==> src/design/mlt_pkg.sv <==
// Shared types and constants of the MAC learning table.
// Used by the controller, the datapath and the top level.
package mlt_pkg;

	typedef enum logic [2:0] {
		MODE_LEARN  = 3'd0,
		MODE_LOOKUP = 3'd1,
		MODE_TICK   = 3'd2,
		MODE_AGE    = 3'd3,
		MODE_FLUSH  = 3'd4
	} mode_t;

	typedef enum logic [1:0] {
		ST_OK      = 2'd0,
		ST_INVALID = 2'd1,
		ST_SPOOF   = 2'd2,
		ST_FULL    = 2'd3
	} status_t;

	typedef enum logic [1:0] {
		REG_AGEING  = 2'd0,
		REG_FWD     = 2'd1,
		REG_TOPO    = 2'd2
	} reg_idx_t;

	typedef enum logic [2:0] {
		S_INIT,
		S_IDLE,
		S_BREAD,
		S_BDEC,
		S_SREAD,
		S_SDEC,
		S_DONE
	} state_t;

	// Controller to datapath commands
	typedef struct packed {
		logic wipe;      // clear one valid row after reset
		logic capture;   // latch request fields
		logic bread;     // issue bucket read
		logic bdecide;   // resolve learn / lookup
		logic sread;     // issue sweep read
		logic sdecide;   // resolve one sweep entry
		logic tick;      // advance time base
		logic clear;     // start of request: clear counters
		logic finish;    // drive result strobe
	} cmd_t;

	// Datapath to controller status
	typedef struct packed {
		logic sweep_last;
	} stat_t;

	localparam int unsigned REMOVED_W = 11;
	localparam logic [REMOVED_W-1:0] REMOVED_MAX = '1;

endpackage

==> src/design/mlt_ctrl.sv <==
// Controller state machine of the MAC learning table.
// Depends on mlt_pkg.
module mlt_ctrl (
	input  logic             clk,
	input  logic             arst_n,
	input  logic             start,
	input  logic [2:0]       mode,
	input  mlt_pkg::stat_t   stat,
	output logic             busy,
	output mlt_pkg::cmd_t    cmd
);

	mlt_pkg::state_t state_q, state_n;
	logic [2:0] mode_q;

	// Hold state and the request mode
	always_ff @(posedge clk or negedge arst_n) begin
		if (!arst_n) begin
			state_q <= mlt_pkg::S_INIT;
			mode_q  <= '0;
		end else begin
			state_q <= state_n;
			if (start && state_q == mlt_pkg::S_IDLE) mode_q <= mode;
		end
	end

	// Next state
	always_comb begin
		state_n = state_q;
		unique case (state_q)
			mlt_pkg::S_INIT:  state_n = stat.sweep_last ? mlt_pkg::S_IDLE : mlt_pkg::S_INIT;
			mlt_pkg::S_IDLE: begin
				if (start) begin
					if (mode == mlt_pkg::MODE_LEARN || mode == mlt_pkg::MODE_LOOKUP)
						state_n = mlt_pkg::S_BREAD;
					else if (mode == mlt_pkg::MODE_AGE || mode == mlt_pkg::MODE_FLUSH)
						state_n = mlt_pkg::S_SREAD;
					else
						state_n = mlt_pkg::S_DONE;
				end
			end
			mlt_pkg::S_BREAD: state_n = mlt_pkg::S_BDEC;
			mlt_pkg::S_BDEC:  state_n = mlt_pkg::S_DONE;
			mlt_pkg::S_SREAD: state_n = mlt_pkg::S_SDEC;
			mlt_pkg::S_SDEC:  state_n = stat.sweep_last ? mlt_pkg::S_DONE : mlt_pkg::S_SREAD;
			mlt_pkg::S_DONE:  state_n = mlt_pkg::S_IDLE;
			default:          state_n = mlt_pkg::S_IDLE;
		endcase
	end

	// Outputs
	always_comb begin
		cmd = '0;
		busy = 1'b1;
		unique case (state_q)
			mlt_pkg::S_INIT:  cmd.wipe = 1'b1;
			mlt_pkg::S_IDLE: begin
				busy = 1'b0;
				cmd.capture = start;
				cmd.clear = start;
			end
			mlt_pkg::S_BREAD: cmd.bread = 1'b1;
			mlt_pkg::S_BDEC:  cmd.bdecide = 1'b1;
			mlt_pkg::S_SREAD: cmd.sread = 1'b1;
			mlt_pkg::S_SDEC:  cmd.sdecide = 1'b1;
			mlt_pkg::S_DONE: begin
				cmd.finish = 1'b1;
				cmd.tick = (mode_q == mlt_pkg::MODE_TICK);
			end
			default: ;
		endcase
	end

endmodule

==> config.mk <==
export PLATFORM = sky130hd
export DESIGN_NAME = mlt_ctrl
export DESIGN_NICKNAME = d
export VERILOG_FILES = /design/src/design/mlt_pkg.sv /design/src/design/mlt_ctrl.sv
export SDC_FILE = /design/constraint.sdc
export NUM_CORES = 1
export LEC_CHECK = 0
export BUFFER_PORTS_ARGS = -buffer_cell sky130_fd_sc_hd__buf_2
export CORE_AREA = 2 2 39 41
export DETAILED_ROUTE_END_ITERATION = 8
export DIE_AREA = 0 0 41 43
export PLACE_DENSITY_LB_ADDON = 0.25
export SLEW_MARGIN = 20
export SYNTH_ARGS = -nofsm -noshare
export SYNTH_HDL_FRONTEND = slang
export SYNTH_SLANG_ARGS = --single-unit
==> constraint.sdc <==
create_clock -name clk -period 1.5 [get_ports clk]
set_clock_uncertainty 0.2 [all_clocks]
set_input_delay 0.225 -clock clk [delete_from_list [all_inputs] [get_ports clk]]
set_output_delay 0.225 -clock clk [all_outputs]
set_load 0.005 [all_outputs]
==> results of run 1 <==
[kinds of logic after synthesis]
group	Yosys count	synth area share (%)
buffers and inverters	4	5.84
AND/OR/NAND/NOR	18	32.6
multiplexers	3	9.28
AO/OA/AOI/OAI	6	11.0
flip-flops	6	41.2
[timing repair]
action / CTS / global route
hold buffers: 1 / 0
setup buffers: 5 / 0
endpoints found under the hold margin: 6 / 0
pin swaps: 4 / 1
resized for setup: 11 / 3
endpoints found under the setup margin: 13 / 14
[power by group through the flow]
| stage | Combinational, W | Sequential (W) | Clock (W) |
|---|---|---|---|
| CTS | 0.000785 | 0.000315 | 0.000157 |
| finish | 0.000802 | 0.000324 | 0.000143 |
| global route | 0.000880 | 0.000337 | 0.000160 |
| global placement | 0.000582 | 0.000317 | 0 |
| detailed placement | 0.000584 | 0.000320 | 0 |
| floorplan | 0.000353 | 0.000292 | 0 |
[area by class of cell]
class / count / area [um^2]
sequential: 6 / 153
tap: 16 / 20.0
timing repair buffer: 32 / 223
fill: 141 / 736
inverter: 1 / 3.75
multi-input combinational: 27 / 226
clock buffer: 3 / 22.5
[worst max path at each step]
stage | to | depth (start not counted) | start | slack (ns)
6_report | cmd[2] | 3 | state_q[0]$_DFFE_PN0P_ | -0.09
5_1_grt | cmd[2] | 4 | state_q[1]$_DFFE_PN0P_ | -0.15
4_1_cts | cmd[2] | 3 | state_q[0]$_DFFE_PN0P_ | -0.12
3_5_place_dp | cmd[2] | 4 | state_q[1]$_DFFE_PN0P_ | -0.04
3_3_place_gp | cmd[2] | 4 | state_q[1]$_DFFE_PN0P_ | -0.05
2_1_floorplan | mode_q[0]$_DFFE_PN0P_ | 4 | state_q[2]$_DFFE_PN0P_ | -0.09
[registers in the layout, summed over array words and instances (netlist names)]
name and count:
state_q 3, mode_q 3
[per-layer routing]
metal	global-route usage (%)	wire length, um	vias to the layer above
met3	1.57	34	0
met1	15.6	375	180
met2	20.6	493	7
met4	8.00	0	0
li1	-	-	194
met5	0	0	-
[layout by cell type (no fill, tap or decap), drive strengths merged]
| cell type | Yosys | layout |
|---|---|---|
| nand3b | 1 | 1 |
| a21oi | 2 | 2 |
| a41oi | 1 | 1 |
| a21o | 1 | 1 |
| nand2 | 1 | 1 |
| nor3 | 2 | 2 |
| nor2 | 6 | 6 |
| inv | 1 | 1 |
| and3 | 1 | 1 |
| o2bb2ai | 1 | 1 |
| or3 | 1 | 1 |
| nor3b | 3 | 3 |
| dfrtp | 6 | 6 |
| clkbuf | 1 | 3 |
| o21ai | 1 | 1 |
| dlygate4sd3 | 0 | 1 |
| mux2 | 3 | 3 |
| buf | 2 | 31 |
| or3b | 1 | 1 |
| nand2b | 2 | 2 |
[stage by stage]
stage | hold slack [ns] | area [um^2] | total power (W) | util (%) | setup WS (ns)
floorplan | -0.271 | 364 | 0.000645 | - | -0.0924
global placement | -0.145 | 522 | 0.000899 | 37.7 | -0.0547
detailed placement | -0.140 | 522 | 0.000905 | 37.7 | -0.0363
CTS | 0.00550 | 636 | 0.00126 | 45.9 | -0.122
global route | 0.0371 | 648 | 0.00138 | 46.8 | -0.155
finish | 0.0149 | 648 | 0.00127 | 46.8 | -0.0950
[worst register-to-register path, stage by stage, from the launching register on]
cell and delay (ns):
sky130_fd_sc_hd__dfrtp_2 0.42, sky130_fd_sc_hd__buf_6 0.13, sky130_fd_sc_hd__nor3b_4 0.22, sky130_fd_sc_hd__buf_4 0.16, sky130_fd_sc_hd__mux2_2 0.32
==> results list, run 1 <==
- Final estimated routing congestion in global placement: around 0.75
- For this run the aggregate overflow at the end of global routing stands at 0.
- IR analysis of the VDD net gives a maximum drop of a little under 0.8 mV.
- Dividing total power by cell area gives a power density of ~2000 nW/um^2.
- The cell count after synthesis came out at 37.
- Pin count of the biggest net entering global routing: 8
- The count of nets left with antenna violations once routing finished came out at 0.
- Number of synthesized flops with an enable pin: 0
- During synthesis, Yosys emitted a total of 0 warnings.
* FF-to-FF End: mode_q[2]$_DFFE_PN0P_
* NumNets Final: 78
* Setup repair after global routing missed its margin: yes
- Global routing used 13.0% of the available tracks across all layers.
- In the routed layout, each cell is associated on average with a via count of 4.48.
* Worst reg2reg path startpoint: state_q[1]$_DFFE_PN0P_
- Clock buffers created by TritonCTS: 3
- Register bit count reported by yosys: 6
- In the final layout, the share of cells above drive strength 1 is 71.0%.
* Final worst setup slack: -0.0950 ns
* Sequential area share after synthesis: 41.2%
- In this run the register-to-register setup slack is -0.07 ns.
* Proportion of synthesized flip-flops having asynchronous set or reset: 100%
- The largest single stage delay on the critical path is ~0.45 ns.
- Post-synthesis to final-layout area growth: 78.0%
- Net switching component of the power: 0.000442 W
* Instance count after placement with tap cells included: 76
* CTS Sinks: 6
- Highest clock frequency the design can meet: 627 MHz
- For this configuration, the core starts out at a cell density of about a quarter.
* Sort of element at the start of the critical path: flip-flop
* Starting DRT DRC Count: 1
- For this run, the leading register cell type out of synthesis is sky130_fd_sc_hd__dfrtp_1.
- Initial antenna violation count: 0
- Wire length of the first global-routing pass: 1510 um
- In the synthesized netlist, the cells that appear most often are sky130_fd_sc_hd__dfrtp_1 (6), sky130_fd_sc_hd__nor2_1 (6), sky130_fd_sc_hd__mux2_2 (3).
- Status: complete, but fails checks
- STA classifies the critical path endpoint as an output port.
- In the post-synthesis netlist, the biggest area contributors are sky130_fd_sc_hd__dfrtp_1 (41%), sky130_fd_sc_hd__mux2_2 (9.3%), sky130_fd_sc_hd__nor2_1 (6.2%).
* Worst Hold Path Cells: 2
- The root buffer cell chosen for the clock tree is sky130_fd_sc_hd__clkbuf_4.
* Final max-slew violation count: 0
- The min-delay analysis places its worst path in the category in2reg.
- After detailed routing, the number of remaining DRC violations is 0.
* Setup violators final: 12
- Max Fanout on Critical Path: 4
- The routed design could run at a clock period as short as ~1.6 ns.
* Switching Fraction: roughly a third
- Routed wirelength normalized by instance count: 10.6 um
- Clock share of power: ~11%
* Final std cells w/o fill: 85
* CP cell instances: nor3b_4 -> and3_1 -> buf_2
- Die extent in x: 41 um
* Most area-hungry cell type in the Yosys netlist: sky130_fd_sc_hd__dfrtp_1
- On the critical path the largest part of the delay comes from flip-flops.
* Actual transition at the worst max-transition pin: ~0.19 ns
* Number of optimization iterations in the first detailed-route pass: 2
* Violated checks: negative setup slack
- Dividing the final minimum period by the clock period gives 106%.
* Die H: 43 um
* H-tree depth: 1
- The floorplan step defined a core boundary enclosing 1380 um^2.
- The final layout contains routed wiring with a total length of 904 um.
* Via count of the first global-routing pass: 366
- Hold Startpoint: stat
* Share of power burned in registers: 25.5%
- Die area: 1760 um^2
* Average size of a mapped cell: slightly below 10 um^2
- Via count: 381
- After clock tree synthesis, the clock-pin slew on the worst setup and hold paths is roughly 0.040 ns.
* Worst path bufs/invs: 1
- Synthesis instantiated 22 different standard cells from the library.
* Proportion of netlist area held by the largest area contributor: 41.2%
- 0 antenna diodes ended up in the layout.
- For hold timing, the worst endpoint is state_q[1]$_DFFE_PN0P_.
* Final Hold Vio Count: 0
* Static Leak: 0.330 nW
* Comb pwr share: 63.2%
- For this design, the slowest cell found on the critical path is sky130_fd_sc_hd__dfrtp_2.
- R2R cell count: 4
* Port Buffers: 16
* Cell-internal power: around 0.00083 W
- Clock latency on the worst-skew pair: 0.24 ns
- Maximum buffer depth of the clock tree: 2
* Required time at the worst-slack endpoint: 1.07 ns
- Counting every net in the synthesized netlist gives 44.
- TritonCTS built the clock tree.
- The floorplan has 14 rows.
- For this design the top-level I/O count stands at 17.
- After synthesis the cells add up to 364 um^2.
* Arrival time of the worst setup path: approximately 1.2 ns
- Sum of negative setup slack: -0.822 ns
- Max_cap viols: 0
- The worst setup path is of the reg2out kind.
- Relative slew margins: between 80% and 90%
(Power assumes the default switching activity.)
==> run 2: changes to the inputs <==
PLACE_DENSITY = 0.58   (was not set)
PLACE_DENSITY_LB_ADDON = not set   (was 0.25)
==> run 2 against run 1 <==
The run still ends with negative setup slack left. Register-to-register slack worse by 0.04 ns. Cell area rose by 2.7%. Final cell count fell by 2.4%.
==> results list, run 2 (synthesis gave the netlist of run 1 again) <==
* Worst reg2reg path startpoint: state_q[2]$_DFFE_PN0P_ (was state_q[1]$_DFFE_PN0P_)
- Sum of negative setup slack: -0.960 ns (was -0.822 ns)
- Via count: 398 (was 381)
- The internal power consumption was 0.000878 W (was 0.000827 W).
- The data arrival time of the critical path was 1.20 ns (was 1.17 ns).
* Number of placed I/O pins: 17 (unchanged)
- FF-to-FF End: mode_q[1]$_DFFE_PN0P_ (was mode_q[2]$_DFFE_PN0P_)
- Setup repair after global routing missed its margin: yes (unchanged).
- Clock-pin transition on the worst setup and hold timing paths: 0.05 ns (was 0.04 ns)
- The start point of the critical path was state_q[2]$_DFFE_PN0P_ (was state_q[0]$_DFFE_PN0P_).
- The critical path capture point type is an output port (unchanged).
* Post-synthesis to final-layout area growth: 82.8% (was 78.0%)
- NumNets Final: 76 (was 78)
- Highest clock frequency the design can meet: 615 MHz (was 627 MHz)
* Die area: 1760 um^2 (unchanged)
- Violated checks: negative setup slack (unchanged).
- Commonest non-fill, non-tap cells in the layout: sky130_fd_sc_hd__buf_2 (14), sky130_fd_sc_hd__buf_4 (9), sky130_fd_sc_hd__buf_6 (6) (was sky130_fd_sc_hd__buf_2 (14), sky130_fd_sc_hd__buf_4 (13), sky130_fd_sc_hd__nor2_1 (4), sky130_fd_sc_hd__dfrtp_1 (4), sky130_fd_sc_hd__buf_6 (4))
* Share of power burned in registers: 23.4% (was 25.5%)
* Register-to-register path setup slack: -0.11 ns (was -0.07 ns)
* Clock latency on the worst-skew pair: 0.26 ns (was 0.24 ns)
- Vias per std cell: 4.80 (was 4.48)
- Die extent in x: 41 um (unchanged)
- R2R cell count: 4 (unchanged)
- The buffer type at the clock tree root is sky130_fd_sc_hd__clkbuf_4 (unchanged).
- Actual transition at the worst max-transition pin: 0.181 ns (was 0.194 ns)
- Worst setup path end: cmd[7] (was cmd[2])
- The setup slack after placement is -0.00400 ns (was -0.0363 ns).
* Static Leak: 0.328 nW (was 0.330 nW)
- Final estimated routing congestion in global placement: 0.680 (was 0.754)
- Status: complete, but fails checks (unchanged).
- Port Buffers: 16 (unchanged)
- Detailed-placement wirelength estimate: 692 um
- The final wirelength is 1020 um (was 904 um).
- The maximum ir drop on the vdd rail came to 0.851 mV (was 0.772 mV).
- Inserted Diodes: 0 (unchanged)
- The height of the chip came to 43 um (unchanged).
* Switching Fraction: 37.2% (was 34.9%)
- The required arrival time at the worst endpoint is 1.07 ns (about the same).
* Initial antenna violation count: 0 (unchanged)
- Largest incremental delay on the critical path: 0.40 ns (was 0.45 ns)
- The length of the first detailed-routing pass in iterations is 1 (was 2).
* Regs by FF count: mode_q (3), state_q (3) (unchanged)
* Setup violators final: 13 (was 12)
- The count of fill cells added during filler insertion is 143 (was 141).
- Post-detailed-route count of antenna-violating nets: 0 (unchanged)
- Starting DRT DRC Count: 0 (was 1)
* DRC errors left: 0 (unchanged)
* Standard-cell row count: 14 (unchanged)
- Final cycle utilization of the critical path: 108% (was 106%)
* Max_cap viols: 0 (unchanged)
- Wire length of the first global-routing pass: 1590 um (was 1510 um)
* Cell family with the largest share of critical-path delay: flip-flops (unchanged)
- The relative slew slack was 87.9% (was 87.1%).
- GRT Resource Usage Total: 13.6% (was 13.0%)
- Final worst setup slack: -0.126 ns (was -0.0950 ns)
- Routed wirelength normalized by instance count: 12.3 um (was 10.6 um)
* Sort of element at the start of the critical path: flip-flop (unchanged)
- Ratio of cells with drive above 1 in the final layout: 76.1% (was 71.0%)
- The TritonCTS sink count is 6 (unchanged).
- Stages on the worst setup path: 3 (unchanged)
- The path type of the worst setup path was reg2out (unchanged).
- Overflow after GRT: 0 (unchanged)
* Pin count of the biggest net entering global routing: 7 (was 8)
- H-tree depth: 1 (unchanged)
- The effective utilization at floorplan was 26.3% (unchanged).
- The final count of pins violating max slew is 0 (unchanged).
* Power density of the placed cells: 2100 nW/um^2 (was 1960 nW/um^2)
* CP cell instances: nand2b_4 -> nor3b_4 -> buf_2 (was nor3b_4 -> and3_1 -> buf_2)
- The worst-path cell with the longest stage delay is sky130_fd_sc_hd__dfrtp_1 (was sky130_fd_sc_hd__dfrtp_2).
* Comb pwr share: 65.5% (was 63.2%)
- The CTS tree is done (unchanged).
* Clock share of power: 11.1% (was 11.3%)
- The final period demand of the worst path is 1.63 ns (was 1.59 ns).
* Final Hold Vio Count: 0 (unchanged)
* Net switching component of the power: 0.000521 W (was 0.000442 W)
* Via count of the first global-routing pass: 390 (was 366)
* Core ar.: 1380 um^2 (unchanged)
- The most frequent standard cell in the layout excluding fill and tap cells is sky130_fd_sc_hd__buf_2 (unchanged).
- HP Class: in2reg (unchanged)
* Maximum buffer depth of the clock tree: 2 (unchanged)
- Clock buffers created by TritonCTS: 3 (unchanged)
- Worst path bufs/invs: 1 (unchanged)
- Max Fanout on Critical Path: 4 (unchanged)
## run 2: changes by cell type in the layout (fill, tap and decap cells not counted), moves of 2 or more
| cell | change |
|---|---|
| sky130_fd_sc_hd__nor2_2 | -2 |
| sky130_fd_sc_hd__buf_6 | +2 |
| sky130_fd_sc_hd__buf_4 | -4 |
| sky130_fd_sc_hd__nor2_4 | +2 |
## run 2: area by class of cell
class / count / area, um^2 / area share, %
Clock buffer: 3 / 22.5 / 3.38
Tap cell: 16 / 20.0 / 3.01
Inverter: 1 / 3.75 / 0.564
Timing Repair Buffer: 30 / 215 / 32.3
Multi-Input combinational cell: 27 / 251 / 37.8
Sequential cell: 6 / 153 / 22.9
## run 2: power groups by stage
stage	registers, W	clock network, W	logic, W
after CTS	0.000323	0.000159	0.000854
after detailed placement	0.000314	0	0.000581
final	0.000328	0.000155	0.000916
after floorplan	0.000292	0	0.000353
after global placement	0.000314	0	0.000571
after global routing	0.000337	0.000171	0.00101
## run 2: worst min path at each step
stage           start                      to  slack (ns)  cells after the start
6_report         stat  state_q[1]$_DFFE_PN0P_        0.02                      2
5_1_grt          stat  state_q[1]$_DFFE_PN0P_        0.03                      2
4_1_cts          stat  state_q[1]$_DFFE_PN0P_        0.03                      2
3_5_place_dp   arst_n  state_q[0]$_DFFE_PN0P_       -0.14                      1
3_3_place_gp   arst_n  state_q[0]$_DFFE_PN0P_       -0.14                      1
2_1_floorplan  arst_n   mode_q[0]$_DFFE_PN0P_       -0.27                      0
## run 2: routing by layer
metal / vias to the layer above / GRT usage, % / part of all wire [%]
li1: 191 / - / -
met1: 193 / 12.5 / 35
met2: 11 / 24.4 / 58
met3: 3 / 6.28 / 5.9
met4: 0 / 4.00 / 1.2
met5: - / 0 / 0
## run 2: worst register-to-register path: stages, from the launching register on
cell                       delay, ns
sky130_fd_sc_hd__dfrtp_1        0.40
sky130_fd_sc_hd__nand2b_4       0.17
sky130_fd_sc_hd__nor3b_4        0.22
sky130_fd_sc_hd__buf_4          0.16
sky130_fd_sc_hd__mux2_2         0.33
## run 2: metrics by stage
step / util (%) / area (um^2) / total power (W) / hold WS, ns / instances
floorplan: - / 364 / 0.000645 / -0.271 / 37
global placement: 35.5 / 492 / 0.000885 / -0.143 / 72
detailed placement: 35.5 / 492 / 0.000896 / -0.143 / 72
CTS: 46.5 / 643 / 0.00134 / 0.0270 / 83
global route: 48.1 / 666 / 0.00152 / 0.0332 / 83
finish: 48.1 / 666 / 0.00140 / 0.0244 / 83
## run 2: repair_timing
item | in CTS | in global routing
hold endpoints to repair | 6 | 0
resized for setup | 16 | 6
pin swaps | 10 | 2
endpoints found under the setup margin | 13 | 14
hold buffers | 1 | 0
buffers inserted | 7 | 0
==> run 3: changes to the inputs <==
PLACE_DENSITY = 0.56   (was 0.58)
clock period = 1.75 ns   (was 1.5 ns; I/O delays follow)
==> run 3 against run 2 <==
The flow now finishes without violations. Utilization shrank 10 points. Non-clock buffer count fell by 8. Global-route usage decreased by 3.1 points. Power shrank 38%. Clock power shrank 22%. First-iteration DRC count up 1. Via count fell by 17%. Sequential share of layout area rose by 6.2 points. Final cell count decreased by 9.6%. Critical endpoint is now cmd[1].
==> results list, run 3 (synthesis gave the netlist of run 1 again) <==
- Number of optimization iterations in the first detailed-route pass: 2 (was 1)
- Number of placed I/O pins: 17 (unchanged)
- DRC errors left: 0 (unchanged)
* Setup repair after global routing missed its margin: no (was yes)
- HP Class: in2reg (unchanged)
- Overflow after GRT: 0 (unchanged)
* Worst voltage drop across the vdd grid: 0.595 mV (was 0.851 mV)
* Max_cap viols: 0 (unchanged)
* Final cycle utilization of the critical path: ~94%
- Commonest non-fill, non-tap cells in the layout: sky130_fd_sc_hd__buf_2 (16), sky130_fd_sc_hd__nor2_1 (6), sky130_fd_sc_hd__buf_4 (5) (was sky130_fd_sc_hd__buf_2 (14), sky130_fd_sc_hd__buf_4 (9), sky130_fd_sc_hd__buf_6 (6)).
* Initial antenna violation count: 0 (unchanged)
- Sort of element at the end of the critical path: output port (unchanged)
- Sum of negative setup slack: 0 ns (was -0.960 ns)
* Clock-pin transition on the worst setup and hold timing paths: 0.04 ns (was 0.05 ns)
- The height of the chip was 43 um (unchanged).
- The relative slew slack is 87.3% (was 87.9%).
- The maximum clock insertion buffer count was 2 (unchanged).
- Vias per std cell: 4.43 (was 4.80)
- The total core area is 1380 um^2 (unchanged).
- The clock period could shrink to 1.65 ns.
- Pin count of the biggest net entering global routing: 10 (was 7)
* Total design power: 0.000863 W (was 0.00140 W)
- Sort of element at the start of the critical path: flip-flop (unchanged)
- The first-iteration detailed-routing DRC count came to 1 (was 0).
- Final estimated routing congestion in global placement: 0.656 (was 0.680)
- The path type of the worst setup path is reg2out (unchanged).
- The final hold violation count came to 0 (unchanged).
* Setup violators final: 0 (was 13)
- Worst hold margin: 0.0627 ns (was 0.0244 ns)
* GRT Resource Usage Total: 10.5% (was 13.6%)
- The width of the die was 41 um (unchanged).
- Arrival time of the worst setup path: 1.19 ns (was 1.20 ns)
- The switching fraction of total power came to 36.4% (was 37.2%).
- Port Buffers: 16 (unchanged)
- Die area: 1760 um^2 (unchanged)
- Regs by FF count: mode_q (3), state_q (3) (unchanged)
- The half-perimeter wire length after placement was 603 um (was 692 um).
* Placed cell area: 462 um^2 (was 492 um^2)
* Hold Startpoint: stat (unchanged)
- The start point of the critical path is state_q[1]$_DFFE_PN0P_ (was state_q[2]$_DFFE_PN0P_).
* Highest clock frequency the design can meet: 606 MHz
* Clock share of power: 14.1% (was 11.1%)
- The launch point of the worst reg-to-reg path was state_q[1]$_DFFE_PN0P_ (was state_q[2]$_DFFE_PN0P_).
- NumNets Final: 68 (was 76)
* H-tree depth: 1 (unchanged)
- Max Fanout on Critical Path: 5 (was 4)
* Post-layout instance area: 524 um^2 (was 666 um^2)
- Actual transition at the worst max-transition pin: 0.189 ns (was 0.181 ns)
* Routed wire length on met2: 367 um (was 587 um)
- The part of the power in combinational logic was 52.0% (was 65.5%).
- The static power due to leakage was 0.261 nW (was 0.328 nW).
- The final wirelength was 761 um (was 1020 um).
- Wire length of the first global-routing pass: 1150 um (was 1590 um)
- Required time at the worst-slack endpoint: 1.29 ns (was 1.07 ns)
- The most frequent standard cell in the layout excluding fill and tap cells is sky130_fd_sc_hd__buf_2 (unchanged).
- Clock root buffer: sky130_fd_sc_hd__clkbuf_4 (unchanged)
* Clock buffers created by TritonCTS: 3 (unchanged)
- The via count of the first global-routing pass came to 301 (was 390).
- Final max-slew violation count: 0 (unchanged)
- Clock latency on the worst-skew pair: 0.24 ns (was 0.26 ns)
- Net switching component of the power: 0.000314 W (was 0.000521 W)
- Final core utilization: 37.9% (was 48.1%)
- The share of final-layout standard cells stronger than drive strength 1 came to 57.6% (was 76.1%).
* Post-detailed-route count of antenna-violating nets: 0 (unchanged)
- The TritonCTS sink count was 6 (unchanged).
- The routed wire length per instance came to 10.1 um (was 12.3 um).
* Inserted Diodes: 0 (unchanged)
- The number of vias after detailed routing came to 332 (was 398).
- Post-synthesis to final-layout area growth: 44.0% (was 82.8%)
- The total number of placement rows was 14 (unchanged).
* Initial cell density of the core: 26.3% (unchanged)
- The internal power consumption is 0.000549 W (was 0.000878 W).
* Power density of the placed cells: 1650 nW/um^2 (was 2100 nW/um^2)
- TritonCTS clock tree: done (unchanged)
- Met3 Routed Length: 46 um (was 60 um)
* Status: finished, final reports clean (was complete, but fails checks)
* Share of power burned in registers: 33.9% (was 23.4%)
- Top routing layer used: met4 (unchanged)
- The routed metal-1 wirelength was 335 um (was 358 um).
==> run 3: changes by cell type in the layout (fill, tap and decap cells not counted), sizes merged <==
cell	before	now
buf	29	21
==> run 3: metrics by stage <==
| step | std cells | setup slack (ns) |
|---|---|---|
| after global placement | 68 | 0.141 |
| final | 75 | 0.0998 |
| after detailed placement | 68 | 0.120 |
| after floorplan | 37 | 0.139 |
| after CTS | 73 | 0.0181 |
| after global routing | 75 | 0.00355 |
==> run 3: layout make-up <==
class	instances	area (um^2)
Multi-Input combinational cell	27	198
Sequential cell	6	153
Tap cell	16	20.0
Fill cell	146	860
Clock buffer	3	22.5
Inverter	1	3.75
Timing Repair Buffer	22	128
==> run 3: power by group through the flow <==
stage | Combinational [W] | Clock (W) | Sequential [W]
finish | 0.000449 | 0.000121 | 0.000293
CTS | 0.000412 | 0.000129 | 0.000298
global route | 0.000501 | 0.000143 | 0.000300
global placement | 0.000395 | 0 | 0.000295
floorplan | 0.000304 | 0 | 0.000250
detailed placement | 0.000396 | 0 | 0.000297
==> run 3: critical path, cell delays in order, from the launching register on <==
cell,delay [ns]
sky130_fd_sc_hd__dfrtp_1,0.42
sky130_fd_sc_hd__buf_4,0.17
sky130_fd_sc_hd__nor3b_4,0.21
sky130_fd_sc_hd__buf_2,0.14
==> run 3: what timing repair did <==
action                                  in CTS  in global routing
pin swaps                                    1                  2
hold buffers                                 1                  0
endpoints found under the setup margin       3                  3
gates cloned                                 0                  0
hold endpoints to repair                     6                  0
buffers inserted                             1                  2
gates resized for setup                      1                  3
==> run 3: path summary, 6_finish.rpt <==
kind | endpoint | slack, ns | depth (start not counted)
min in group asynchronous | mode_q[1]$_DFFE_PN0P_ | 0.18 | 2
setup reg to reg | mode_q[2]$_DFFE_PN0P_ | 0.15 | 4
setup / recovery | cmd[1] | 0.1 | 3
hold / removal | state_q[1]$_DFFE_PN0P_ | 0.06 | 2
max in group asynchronous | state_q[2]$_DFFE_PN0P_ | 1.02 | 2
hold reg to reg | mode_q[1]$_DFFE_PN0P_ | 0.30 | 1
==> run 3: routing by layer <==
metal  vias to the layer above  track usage (%)
met3                         2             3.14
met5                         -                0
li1                        176                -
met4                         0             12.0
met2                         8             13.1
met1                       146             12.3
